File: src/rtl/zcfm_pkg.sv
// ----------------------------------------------------------------------------
// zcfm_pkg
// Types and constants shared by the zero-crossing frequency meter modules.
// ----------------------------------------------------------------------------
package zcfm_pkg;

   // Register widths.
   localparam int OFFSET_BITS = 12;
   localparam int BAND_BITS   = 12;
   localparam int LIMIT_BITS  = 10;
   localparam int RATE_BITS   = 20;

   // Result field widths.
   localparam int FREQ_BITS     = 19;
   localparam int USED_BITS     = 10;
   localparam int RSP_DATA_BITS = 32;

   // Crossing counter and divider sizes.
   localparam int COUNT_BITS = 10;
   localparam int PROD_BITS  = RATE_BITS + COUNT_BITS;
   localparam int STEP_BITS  = $clog2(PROD_BITS);

   // Configuration register indexes.
   localparam int CSR_INDEX_BITS = 2;
   localparam int CSR_DATA_BITS  = 20;
   localparam logic [CSR_INDEX_BITS-1:0] CSR_OFFSET_LEVEL   = 2'd0;
   localparam logic [CSR_INDEX_BITS-1:0] CSR_NEAR_BAND      = 2'd1;
   localparam logic [CSR_INDEX_BITS-1:0] CSR_CROSSING_LIMIT = 2'd2;
   localparam logic [CSR_INDEX_BITS-1:0] CSR_SAMPLE_RATE_HZ = 2'd3;

   // Register reset values.
   localparam logic [OFFSET_BITS-1:0] OFFSET_RESET = 12'd2110;
   localparam logic [BAND_BITS-1:0]   BAND_RESET   = 12'd320;
   localparam logic [LIMIT_BITS-1:0]  LIMIT_RESET  = 10'd1000;
   localparam logic [RATE_BITS-1:0]   RATE_RESET   = 20'd19048;

   // Controller states.
   typedef enum logic [1:0] {
      ST_IDLE,
      ST_MUL,
      ST_DIV,
      ST_DONE
   } state_type;

   // Commands from the controller to the datapath.
   typedef struct packed {
      logic sample_take;
      logic mul_go;
      logic div_step;
      logic out_load;
   } cmd_type;

   // Status from the datapath to the controller.
   typedef struct packed {
      logic out_free;
   } status_type;

endpackage

File: src/rtl/zcfm_ctrl.sv
// ----------------------------------------------------------------------------
// zcfm_ctrl
// Controller: takes samples, then sequences the multiply and the divide.
// ----------------------------------------------------------------------------
module zcfm_ctrl (
   input  logic                clock,
   input  logic                reset,
   input  logic                req_tvalid,
   input  logic                req_tlast,
   output logic                req_tready,
   input  zcfm_pkg::status_type status,
   output zcfm_pkg::cmd_type    cmd
);

   zcfm_pkg::state_type              state_ff, state_in;
   logic [zcfm_pkg::STEP_BITS-1:0]   step_ff, step_in;

   // State and step counter registers.
   always_ff @(posedge clock) begin
      if (reset) begin
         state_ff <= zcfm_pkg::ST_IDLE;
         step_ff  <= '0;
      end else begin
         state_ff <= state_in;
         step_ff  <= step_in;
      end
   end

   // Next state.
   always_comb begin
      state_in = state_ff;
      step_in  = step_ff;
      case (state_ff)
         zcfm_pkg::ST_IDLE: begin
            if (req_tvalid && req_tlast) begin
               state_in = zcfm_pkg::ST_MUL;
            end
         end
         zcfm_pkg::ST_MUL: begin
            step_in  = '0;
            state_in = zcfm_pkg::ST_DIV;
         end
         zcfm_pkg::ST_DIV: begin
            step_in = step_ff + 1'b1;
            if (step_ff == zcfm_pkg::STEP_BITS'(zcfm_pkg::PROD_BITS - 1)) begin
               state_in = zcfm_pkg::ST_DONE;
            end
         end
         zcfm_pkg::ST_DONE: begin
            if (status.out_free) begin
               state_in = zcfm_pkg::ST_IDLE;
            end
         end
         default: begin
            state_in = zcfm_pkg::ST_IDLE;
         end
      endcase
   end

   // Outputs.
   always_comb begin
      cmd        = '0;
      req_tready = 1'b0;
      case (state_ff)
         zcfm_pkg::ST_IDLE: begin
            req_tready      = 1'b1;
            cmd.sample_take = req_tvalid;
         end
         zcfm_pkg::ST_MUL: begin
            cmd.mul_go = 1'b1;
         end
         zcfm_pkg::ST_DIV: begin
            cmd.div_step = 1'b1;
         end
         zcfm_pkg::ST_DONE: begin
            cmd.out_load = status.out_free;
         end
         default: begin
            cmd = '0;
         end
      endcase
   end

endmodule

File: src/rtl/zcfm_dpath.sv
// ----------------------------------------------------------------------------
// zcfm_dpath
// Datapath: registers, crossing detection, multiplier, divider, output word.
// ----------------------------------------------------------------------------
module zcfm_dpath #(
   parameter int INDEX_BITS  = 16,
   parameter int SAMPLE_BITS = 12
) (
   input  logic                                  clock,
   input  logic                                  reset,
   input  logic                                  csr_wen,
   input  logic [zcfm_pkg::CSR_INDEX_BITS-1:0]   csr_index,
   input  logic [zcfm_pkg::CSR_DATA_BITS-1:0]    csr_wdata,
   input  logic [SAMPLE_BITS-1:0]                sample,
   input  logic                                  block_end,
   input  zcfm_pkg::cmd_type                     cmd,
   output zcfm_pkg::status_type                  status,
   output logic                                  rsp_tvalid,
   input  logic                                  rsp_tready,
   output logic [zcfm_pkg::RSP_DATA_BITS-1:0]    rsp_tdata,
   output logic                                  rsp_tuser
);

   localparam int CMP_BITS = (SAMPLE_BITS > zcfm_pkg::OFFSET_BITS) ?
                             SAMPLE_BITS : zcfm_pkg::OFFSET_BITS;
   localparam int DEN_BITS = INDEX_BITS + 1;
   localparam int REM_BITS = INDEX_BITS + 2;
   localparam int PB       = zcfm_pkg::PROD_BITS;
   localparam int FB       = zcfm_pkg::FREQ_BITS;

   // Configuration registers.
   logic [zcfm_pkg::OFFSET_BITS-1:0] offset_ff;
   logic [zcfm_pkg::BAND_BITS-1:0]   band_ff;
   logic [zcfm_pkg::LIMIT_BITS-1:0]  limit_ff;
   logic [zcfm_pkg::RATE_BITS-1:0]   rate_ff;

   // Per-block state.
   logic                             was_above_ff;
   logic                             seen_first_ff;
   logic [INDEX_BITS-1:0]            idx_ff;
   logic [zcfm_pkg::COUNT_BITS-1:0]  count_ff;
   logic [INDEX_BITS-1:0]            first_ff;
   logic [INDEX_BITS-1:0]            latest_ff;
   logic [INDEX_BITS-1:0]            prev_ff;

   // Block-end operands and divider.
   logic                             pend_valid_ff;
   logic [zcfm_pkg::COUNT_BITS-1:0]  nm1_ff;
   logic [zcfm_pkg::USED_BITS-1:0]   used_ff;
   logic [DEN_BITS-1:0]              den_ff;
   logic [PB-1:0]                    num_ff;
   logic [REM_BITS-1:0]              rem_ff;

   // Output word.
   logic                             out_valid_ff;
   logic                             out_fvalid_ff;
   logic [FB-1:0]                    out_freq_ff;
   logic [zcfm_pkg::USED_BITS-1:0]   out_used_ff;

   // Crossing detection.
   logic [CMP_BITS-1:0]              smp_ext, off_ext, gap;
   logic                             above, hit;
   logic [zcfm_pkg::COUNT_BITS-1:0]  count_in;
   logic [INDEX_BITS-1:0]            first_in, latest_in, prev_in;
   logic [zcfm_pkg::COUNT_BITS-1:0]  n_even;
   logic [INDEX_BITS-1:0]            last_used, span;

   // Divider step and saturation.
   logic [REM_BITS-1:0]              trial;
   logic                             fits;
   logic [FB-1:0]                    freq_sat;

   always_comb begin
      smp_ext   = CMP_BITS'(sample);
      off_ext   = CMP_BITS'(offset_ff);
      above     = smp_ext > off_ext;
      gap       = above ? (smp_ext - off_ext) : (off_ext - smp_ext);
      hit       = seen_first_ff && (gap < CMP_BITS'(band_ff)) &&
                  (above != was_above_ff) &&
                  (count_ff < zcfm_pkg::COUNT_BITS'(limit_ff));
      count_in  = hit ? (count_ff + 1'b1) : count_ff;
      first_in  = (hit && (count_ff == '0)) ? idx_ff : first_ff;
      latest_in = hit ? idx_ff : latest_ff;
      prev_in   = hit ? latest_ff : prev_ff;
      // An odd count drops its last crossing.
      n_even    = {count_in[zcfm_pkg::COUNT_BITS-1:1], 1'b0};
      last_used = count_in[0] ? prev_in : latest_in;
      span      = last_used - first_in;
   end

   // Configuration writes.
   always_ff @(posedge clock) begin
      if (reset) begin
         offset_ff <= zcfm_pkg::OFFSET_RESET;
         band_ff   <= zcfm_pkg::BAND_RESET;
         limit_ff  <= zcfm_pkg::LIMIT_RESET;
         rate_ff   <= zcfm_pkg::RATE_RESET;
      end else if (csr_wen) begin
         case (csr_index)
            zcfm_pkg::CSR_OFFSET_LEVEL:
               offset_ff <= csr_wdata[zcfm_pkg::OFFSET_BITS-1:0];
            zcfm_pkg::CSR_NEAR_BAND:
               band_ff <= csr_wdata[zcfm_pkg::BAND_BITS-1:0];
            zcfm_pkg::CSR_CROSSING_LIMIT:
               limit_ff <= csr_wdata[zcfm_pkg::LIMIT_BITS-1:0];
            zcfm_pkg::CSR_SAMPLE_RATE_HZ:
               rate_ff <= csr_wdata[zcfm_pkg::RATE_BITS-1:0];
            default: begin
            end
         endcase
      end
   end

   // Per-block state update; cleared after the last sample of a block.
   always_ff @(posedge clock) begin
      if (reset) begin
         was_above_ff  <= 1'b0;
         seen_first_ff <= 1'b0;
         idx_ff        <= '0;
         count_ff      <= '0;
         first_ff      <= '0;
         latest_ff     <= '0;
         prev_ff       <= '0;
      end else if (cmd.sample_take) begin
         if (block_end) begin
            was_above_ff  <= 1'b0;
            seen_first_ff <= 1'b0;
            idx_ff        <= '0;
            count_ff      <= '0;
            first_ff      <= '0;
            latest_ff     <= '0;
            prev_ff       <= '0;
         end else begin
            was_above_ff  <= above;
            seen_first_ff <= 1'b1;
            idx_ff        <= idx_ff + 1'b1;
            count_ff      <= count_in;
            first_ff      <= first_in;
            latest_ff     <= latest_in;
            prev_ff       <= prev_in;
         end
      end
   end

   // Block-end operands.
   always_ff @(posedge clock) begin
      if (reset) begin
         pend_valid_ff <= 1'b0;
      end else if (cmd.sample_take && block_end) begin
         pend_valid_ff <= (n_even >= zcfm_pkg::COUNT_BITS'(2)) && (span != '0);
      end
   end

   always_ff @(posedge clock) begin
      if (cmd.sample_take && block_end) begin
         nm1_ff  <= n_even - 1'b1;
         used_ff <= n_even;
         den_ff  <= {span, 1'b0};
      end
   end

   // Restoring divider step: one quotient bit per cycle, shifted into num_ff.
   always_comb begin
      trial = {rem_ff[REM_BITS-2:0], num_ff[PB-1]};
      fits  = trial >= REM_BITS'(den_ff);
   end

   always_ff @(posedge clock) begin
      if (cmd.mul_go) begin
         num_ff <= PB'(rate_ff * nm1_ff);
         rem_ff <= '0;
      end else if (cmd.div_step) begin
         num_ff <= {num_ff[PB-2:0], fits};
         rem_ff <= fits ? (trial - REM_BITS'(den_ff)) : trial;
      end
   end

   // Quotient saturates at the largest frequency code.
   assign freq_sat = (num_ff[PB-1:FB] != '0) ? '1 : num_ff[FB-1:0];

   // Output word register.
   always_ff @(posedge clock) begin
      if (reset) begin
         out_valid_ff <= 1'b0;
      end else if (cmd.out_load) begin
         out_valid_ff <= 1'b1;
      end else if (rsp_tready) begin
         out_valid_ff <= 1'b0;
      end
   end

   always_ff @(posedge clock) begin
      if (cmd.out_load) begin
         out_fvalid_ff <= pend_valid_ff;
         out_freq_ff   <= pend_valid_ff ? freq_sat : '0;
         out_used_ff   <= pend_valid_ff ? used_ff : '0;
      end
   end

   assign status.out_free = !out_valid_ff || rsp_tready;
   assign rsp_tvalid      = out_valid_ff;
   assign rsp_tuser       = out_fvalid_ff;
   assign rsp_tdata       = zcfm_pkg::RSP_DATA_BITS'({out_used_ff, out_freq_ff});

endmodule

File: src/rtl/zero_crossing_frequency_meter_core.sv
// ----------------------------------------------------------------------------
// zero_crossing_frequency_meter_core
// Counts offset crossings over a block of ADC samples and reports frequency.
// ----------------------------------------------------------------------------
//  Channel   Dir  Handshake          Content
//  req_*     in   tvalid/tready      sample word, tlast marks block end
//  rsp_*     out  tvalid/tready      one result word per block
//  csr_*     in   write enable only  four configuration registers
//
// Samples inside a block are taken one word per cycle.
// After the block-end word, req_tready stays low through the rate multiply,
// the bit-serial divider and the load of the result register.
// The result register holds its word until taken; a full one delays the load
// and the next block. Reset is synchronous and restores register defaults.
// ----------------------------------------------------------------------------
module zero_crossing_frequency_meter_core #(
   parameter int INDEX_BITS  = 16,
   parameter int SAMPLE_BITS = 12
) (
   input  logic                                  clock,
   input  logic                                  reset,
   // Sample words.
   input  logic                                  req_tvalid,
   output logic                                  req_tready,
   input  logic [((SAMPLE_BITS+7)/8)*8-1:0]      req_tdata,  // sample
   input  logic                                  req_tlast,  // block_end
   // Result words.
   output logic                                  rsp_tvalid,
   input  logic                                  rsp_tready,
   output logic [zcfm_pkg::RSP_DATA_BITS-1:0]    rsp_tdata,  // frequency_hz, crossings_used
   output logic                                  rsp_tuser,  // freq_valid
   // Configuration writes.
   input  logic                                  csr_wen,
   input  logic [zcfm_pkg::CSR_INDEX_BITS-1:0]   csr_index,
   input  logic [zcfm_pkg::CSR_DATA_BITS-1:0]    csr_wdata
);

   zcfm_pkg::cmd_type    cmd;
   zcfm_pkg::status_type status;

   // Controller.
   zcfm_ctrl u_ctrl (
      .clock      (clock),
      .reset      (reset),
      .req_tvalid (req_tvalid),
      .req_tlast  (req_tlast),
      .req_tready (req_tready),
      .status     (status),
      .cmd        (cmd)
   );

   // Datapath.
   zcfm_dpath #(
      .INDEX_BITS  (INDEX_BITS),
      .SAMPLE_BITS (SAMPLE_BITS)
   ) u_dpath (
      .clock      (clock),
      .reset      (reset),
      .csr_wen    (csr_wen),
      .csr_index  (csr_index),
      .csr_wdata  (csr_wdata),
      .sample     (req_tdata[SAMPLE_BITS-1:0]),
      .block_end  (req_tlast),
      .cmd        (cmd),
      .status     (status),
      .rsp_tvalid (rsp_tvalid),
      .rsp_tready (rsp_tready),
      .rsp_tdata  (rsp_tdata),
      .rsp_tuser  (rsp_tuser)
   );

endmodule

File: config.mk
export PLATFORM = sky130hd
export DESIGN_NAME = zero_crossing_frequency_meter_core
export DESIGN_NICKNAME = d
export VERILOG_FILES = /design/src/rtl/zcfm_pkg.sv /design/src/rtl/zcfm_ctrl.sv /design/src/rtl/zcfm_dpath.sv /design/src/rtl/zero_crossing_frequency_meter_core.sv
export SDC_FILE = /design/constraint.sdc
export NUM_CORES = 1
export LEC_CHECK = 0
export CAP_MARGIN = 40
export CORE_AREA = 5 5 204 225
export DETAILED_ROUTE_END_ITERATION = 7
export DIE_AREA = 0 0 209 230
export DONT_BUFFER_PORTS = 1
export GPL_ROUTABILITY_DRIVEN = 0
export SYNTH_ARGS = -nofsm -noshare
export SYNTH_HDL_FRONTEND = slang
export SYNTH_SLANG_ARGS = --single-unit
File: constraint.sdc
create_clock -name clock -period 10.25 [get_ports clock]
set_input_delay 0.5125 -clock clock [delete_from_list [all_inputs] [get_ports clock]]
set_output_delay 0.5125 -clock clock [all_outputs]
set_load 0.1 [all_outputs]
Yosys cells after proc, flatten, opt, wreduce, memory -nomap -nowiden. Cells that the tools add are included.

Output and inout port bits: 35. Bits in registers: 250. Logic and storage cells: 99. Bits of input ports: 44.

$mul: 1. Mux-type cells: 29. Equality and inequality tests: 11. Reductions and logical operators: 22. Magnitude comparators: 5. Add/subtract/negate cells: 8.

Operators by type and width (count): 2-to-1 mux 16 bit (8); 2-to-1 mux 30 bit (2); multiplier 20 x 10 -> 30 bit (1); subtractor 12 bit (2); 2-to-1 mux 10 bit (2); 2-to-1 mux 19 bit (1); >= comparator 18 x 17 -> 1 bit (1); 2-to-1 mux 17 bit (1); subtractor 17 bit (1); adder 16 x 1 -> 16 bit, second input constant (1); nonzero test 16 bit (1); subtractor 16 bit (1); greater-than comparator 12 bit (1); less-than comparator 12 bit (1); 2-to-1 mux 12 bit (1); nonzero test 11 bit (1); adder 10 x 1 -> 10 bit, second input constant (1); >= comparator 10 x 2 -> 1 bit, second input constant (1); zero test 10 bit (1); less-than comparator 10 bit (1); one-hot mux 5 bit (2 select lines) (1); subtractor 10 x 1 -> 10 bit, second input constant (1); 2-to-1 mux 1 bit (9); equality test 2 bit, second input constant (4); 14 further kinds (31).

Logic depth before layout (Yosys ltp).
Word-level depth: 11. Depth in mapped cells: 39. Gate-level depth less buffers: 37.

Cells and area by module. A second synthesis with hierarchy kept.

Cell total of the unflattened synthesis: 2099. Area total of the unflattened synthesis: 19137.1 µm².

By module, submodules not included: zcfm_dpath (times used 1, cells each 2053, sequential area each 5775.5 µm², area an instance 18715.4 µm²); zcfm_ctrl (times used 1, cells each 46, sequential area each 140.1 µm², area an instance 421.7 µm²).

Worst setup path before layout. No wires, ideal clock.

Kind: input port to flip-flop. Start: in req_tdata[9]. End: reg u_dpath.pend_valid_ff. Data arrival time: 7.746 ns. Cell stages on the path: 33. Slack: 2.389 ns. Data required time: 10.135 ns. Library setup time: 0.115 ns. Path buffers: 1. Cell sequence: inv_1 > ha_1 > a211o_1 > a211o_1 > o21ai_1 > o31ai_4 > mux2_2 > o21ai_2 > a2111oi_4 > or3_1 > xnor2_1 > ha_1 > a21o_1 > a21o_1 > a21oi_1 > o21ai_0 > or2_2 > nor2_1 > buf_2 > mux2i_1 > nor2_1 > a21oi_1 > ha_1 > inv_1 > fa_1 > xor2_1 > a2111oi_2 > o221ai_1 > or3_1 > or4_1 > or4_1 > or4_1 > o21ba_1.

Cells in the longest elaborated chain, start to end: 11. Elaborated cells on any way between the ends: 19. Classes of those cells: add/sub (3); order compare (3); eq/ne (1); mux (6); reduce/logical (6).

RTL lines: start: declaration (line zero_crossing_frequency_meter_core.sv:25) `input logic [((SAMPLE_BITS+7)/8)*8-1:0] req_tdata,`; subtractor 12 bit / greater-than comparator 12 bit (equally long branches) (line zcfm_dpath.sv:77, zcfm_dpath.sv:76); 2-to-1 mux 12 bit (line zcfm_dpath.sv:77) `gap = above ? (smp_ext - off_ext) : (off_ext - smp_ext);`; less-than comparator 12 bit (line zcfm_dpath.sv:78) `hit = seen_first_ff && (gap < CMP_BITS'(band_ff)) &&`; logical AND 1 bit (line zcfm_dpath.sv:78); logical AND 1 bit (*) (line zcfm_dpath.sv:78); logical AND 1 bit (*) (line zcfm_dpath.sv:79) `(above != was_above_ff) &&`; 2-to-1 mux 16 bit (tied with other cells) (line zcfm_dpath.sv:83) `latest_in = hit ? idx_ff : latest_ff;`; 2-to-1 mux 16 bit, on equally long branches (line zcfm_dpath.sv:87, zcfm_dpath.sv:82); subtractor 16 bit (*) (line zcfm_dpath.sv:88) `span = last_used - first_in;`; net u_dpath.span[2] (line zcfm_dpath.sv:66) `logic [INDEX_BITS-1:0] last_used, span;`; nonzero test 16 bit (*) (line zcfm_dpath.sv:150) `pend_valid_ff <= (n_even >= zcfm_pkg::COUNT_BITS'(2)) && (span != '0);`; logical AND 1 bit (*) (line zcfm_dpath.sv:150); end signal: assignment (line zcfm_dpath.sv:150); end: declaration (line zcfm_dpath.sv:47) `logic pend_valid_ff;`.

The timed path passes the listed nets; every way through them passes the cells marked *. A chain may end at the register's enable or synchronous reset.

Final worst setup path.
Start: reg u_dpath.offset_ff (netlist bit u_dpath.off_ext[5]). End: reg u_dpath.pend_valid_ff.

Cells in the longest elaborated chain, start to end: 11. Elaborated cells on any way between the ends: 19. Classes of those cells: add/sub (3); order compare (3); eq/ne (1); mux (6); reduce/logical (6).

RTL lines: start: declaration (line zcfm_dpath.sv:32) `logic [zcfm_pkg::OFFSET_BITS-1:0] offset_ff;`; start signal: assignment (line zcfm_dpath.sv:94) `offset_ff <= zcfm_pkg::OFFSET_RESET;`; start signal: assignment (line zcfm_dpath.sv:101) `offset_ff <= csr_wdata[zcfm_pkg::OFFSET_BITS-1:0];`; subtractor 12 bit / greater-than comparator 12 bit (equally long branches) (line zcfm_dpath.sv:77, zcfm_dpath.sv:76); 2-to-1 mux 12 bit (line zcfm_dpath.sv:77); less-than comparator 12 bit (line zcfm_dpath.sv:78); logical AND 1 bit (line zcfm_dpath.sv:78); logical AND 1 bit (*) (line zcfm_dpath.sv:78); logical AND 1 bit (*) (line zcfm_dpath.sv:79); 2-to-1 mux 16 bit (tied with other cells) (line zcfm_dpath.sv:83); 2-to-1 mux 16 bit, on equally long branches (line zcfm_dpath.sv:87, zcfm_dpath.sv:82); subtractor 16 bit (*) (line zcfm_dpath.sv:88); net u_dpath.span[1] (line zcfm_dpath.sv:66); nonzero test 16 bit (*) (line zcfm_dpath.sv:150); logical AND 1 bit (*) (line zcfm_dpath.sv:150).

Marked as above.

==> impl_metrics.yaml <==
layout:
  drive_above_1_share_pct: 6.88
  multi_input_area_um2: 12100
  layout_commonest_cell: "nand2_1"
  register_area_um2: 5920
  nNetsFinal: 2410
  stdcell_area_um2: 21000
  syn_to_final_growth_pct: 9.03
  final_cell_mix: "nand2_1 (249), nor2_1 (242), inv_1 (209), dfxtp_1 (156), ha_1 (149)"
  diodes: 0
  num-fill-cells: 4123
sta:
  finalHoldViolCount: 0
  skew_ns: 0.0148
  finalCritPeriodShare_pct: 83.2
  worst_pin_slew_ns: 0.902
  setup_viol: 0
  period_needed_ns: 8.53
  grt_setup_unrepaired: "no"
  tns_ns: 0
  max_freq_mhz: 117
  final_max_slew_viol_count: 0
  relSlewSlack_pct: 40.0
global_route:
  first_global_vias: 14800
  grt_start_max_net_pins: 123
  antenna_found_initial: 0
  grt_usage_pct: 19.2
  grt_pass1_wl_um: 76400
  grt_remaining_overflow: 0
die:
  fp.dieW_um: 209
  dieArea_um2: 48100
  core_area_um2: 43200
  initial_core_util_pct: 44.5
  fp.dieH_um: 230
  rows: 80
  io_pins: 79
flow_run:
  drv_cap: 0
synth:
  synthFlopType: "dfxtp_1"
  synth_warnings: 0
  synthArstFlopShare_pct: 0
  ys_ff_latch: 249
  syn_area_um2: 19300
  yosysSeqAreaShare_pct: 30.7
  synthDistinctLibCells: 74
  syn_inst: 2117
  syn_area_per_cell_um2: 9.10
  synth-edff-count: 93
status:
  status: "complete, no violations"
routing:
  ant_nets: 0
  wire_per_inst_um: 17.2
  route.detailed.drc: 0
  first_iter_violations: 814
  wl_um: 45800
  drt-vias-per-instance: 5.39
  via_count: 14400
  drtPass1Iterations: 5
worst_setup_path:
  crit_type: "reg -> reg"
  start_kind: "flop"
  cp_slowest_stage_delay_ns: 0.45
  worst_ep_required_time_ns: 10.72
  critPathSlowestCell: "or2_2"
  cp-end-kind: "flop"
  critPathArrivalTime_ns: 9.01
  crit_fanout: 22
hold_path:
  hold_path_class: "in -> reg"
clock_tree:
  cts_sinks: 249
  post-cts-setup-buffers: 0
  cts_buffers: 29
  cts-root-buf: "clkbuf_16"
  clk_pin_slew_worst_paths_ns: 0.06
  htree_levels: 1
  cts_tree: "built"
  clockBufferDepth: 3
  postCtsHoldBufs: 0
  clock_latency_ns: 0.58
  ctsResizeCount: 0
pwr:
  leakagePower_nw: 9.07
  power_mw: 4.95
  power_density_nw_per_um2: 236
  ir_worst_vdd_v: 0.000372
placement:
  dpl_cell_area_um2: 20000
  dp.final_hpwl_um: 33900
  port_buffers: 0
cell families after synthesis:
logic type	count (synthesis)	share of synthesized area [%]
buffers and inverters	325	6.55
adder cells (fa/ha/maj)	296	24.9
multiplexers	76	4.14
other	1	0.0195
XOR/XNOR	96	4.44
flip-flops	249	30.7
AND/OR/NAND/NOR	728	17.4
AO/OA/AOI/OAI	346	11.9
critical path: cells and delay by family, from the launching register on:
| kind | cells | cell delay, ns |
|---|---|---|
| AO/OA/AOI/OAI | 11 | 2.13 |
| XOR/XNOR | 1 | 0.14 |
| adder cells (fa/ha/maj) | 4 | 1.38 |
| buffers and inverters | 3 | 0.78 |
| flip-flops | 1 | 0.31 |
| multiplexers | 2 | 0.79 |
| AND/OR/NAND/NOR | 8 | 2.89 |
path summary, 6_finish.rpt:
check / start / to / slack, ns / cells after the start
max reg2reg: u_dpath.off_ext[5]$_SDFFE_PP1P_ / u_dpath.pend_valid_ff$_SDFFE_PP0P_ / 1.72 / 29
max: u_dpath.off_ext[5]$_SDFFE_PP1P_ / u_dpath.pend_valid_ff$_SDFFE_PP0P_ / 1.72 / 29
min: csr_wdata[5] / u_dpath.off_ext[5]$_SDFFE_PP1P_ / 0.04 / 1
min reg2reg: u_dpath.band_ff[10]$_SDFFE_PP0P_ / u_dpath.band_ff[10]$_SDFFE_PP0P_ / 0.46 / 2
where the power goes:
group / switching (mW) / leakage (nW) / internal (mW)
Sequential: 0.121 / 2.11 / 1.24
Combinational: 1.46 / 6.51 / 1.12
Clock: 0.447 / 0.447 / 0.575
Total: 2.02 / 9.07 / 2.93
sequential cells by signal (all words and copies together), names as in the netlist, 16 cells and up:
register	count
u_dpath.prev_ff	16
u_dpath.out_freq_ff	19
u_dpath.den_ff	16
u_dpath.latest_ff	16
u_dpath.rem_ff	17
u_dpath.rate_ff	20
u_dpath.first_ff	16
u_dpath.idx_ff	16
u_dpath.num_ff	30
metrics by stage:
step           utilization [%]  instances  hold WS, ns  setup WS, ns
2_1_floorplan                -       2120        0.428          2.39
3_3_place_gp              45.5       2594        0.443          1.56
3_5_place_dp              46.2       2610        0.449          1.52
4_1_cts                   48.4       2664      0.00334          1.74
5_1_grt                   48.6       2667       0.0116          1.20
6_report                  48.6       2667       0.0434          1.72
area by class of cell:
type                    instances  area share [%]
inverters                     209            3.74
clock inverters                23           0.959
clock buffers                  31            3.49
well taps                     574            3.42
flip-flops and latches        249            28.2
repair buffers                 35            2.45
multi-input cells            1546            57.8
layer usage:
| metal | global-route usage (%) | wire length (µm) | up-vias | part of all wire (%) |
|---|---|---|---|---|
| met4 | 5.26 | 1270 | 0 | 2.8 |
| li1 | - | - | 6961 | - |
| met2 | 34.2 | 22900 | 255 | 50 |
| met1 | 24.7 | 20000 | 7071 | 44 |
| met3 | 2.36 | 1590 | 81 | 3.5 |
| met5 | 0 | 0 | - | 0 |
cell usage after synthesis, types with 5 or more instances:
| master | number | area [µm²] |
|---|---|---|
| a21oi_1 | 138 | 691 |
| and3_1 | 19 | 119 |
| nor3_1 | 19 | 95.1 |
| o31ai_1 | 5 | 37.5 |
| nand2_1 | 249 | 935 |
| nand4_1 | 14 | 87.6 |
| buf_4 | 7 | 52.6 |
| fa_1 | 146 | 2920 |
| ha_1 | 150 | 1880 |
| a31oi_1 | 6 | 37.5 |
| or3_1 | 8 | 50.1 |
| o21a_1 | 7 | 52.6 |
| edfxtp_1 | 93 | 2790 |
| dfxtp_1 | 156 | 3120 |
| a21o_1 | 25 | 188 |
| nor2_1 | 243 | 912 |
| o21bai_1 | 12 | 90.1 |
| xor2_1 | 34 | 298 |
| o21ai_0 | 34 | 170 |
| nand2b_1 | 8 | 50.1 |
| or4_1 | 7 | 52.6 |
| and2_1 | 79 | 494 |
| nand3b_1 | 17 | 128 |
| a211o_1 | 11 | 96.3 |
| o211ai_1 | 5 | 37.5 |
| or2_2 | 8 | 50.1 |
| nor2b_1 | 11 | 68.8 |
| clkbuf_1 | 97 | 364 |
| a211oi_1 | 18 | 135 |
| a22oi_1 | 41 | 308 |
| xnor2_1 | 60 | 526 |
| buf_1 | 5 | 18.8 |
| buf_2 | 6 | 30.0 |
| mux2_2 | 29 | 327 |
| inv_1 | 209 | 785 |
| mux2i_1 | 47 | 470 |
| o31a_1 | 5 | 43.8 |
| nand3_1 | 30 | 150 |
No activity file was read; power rests on OpenSTA's default activity.
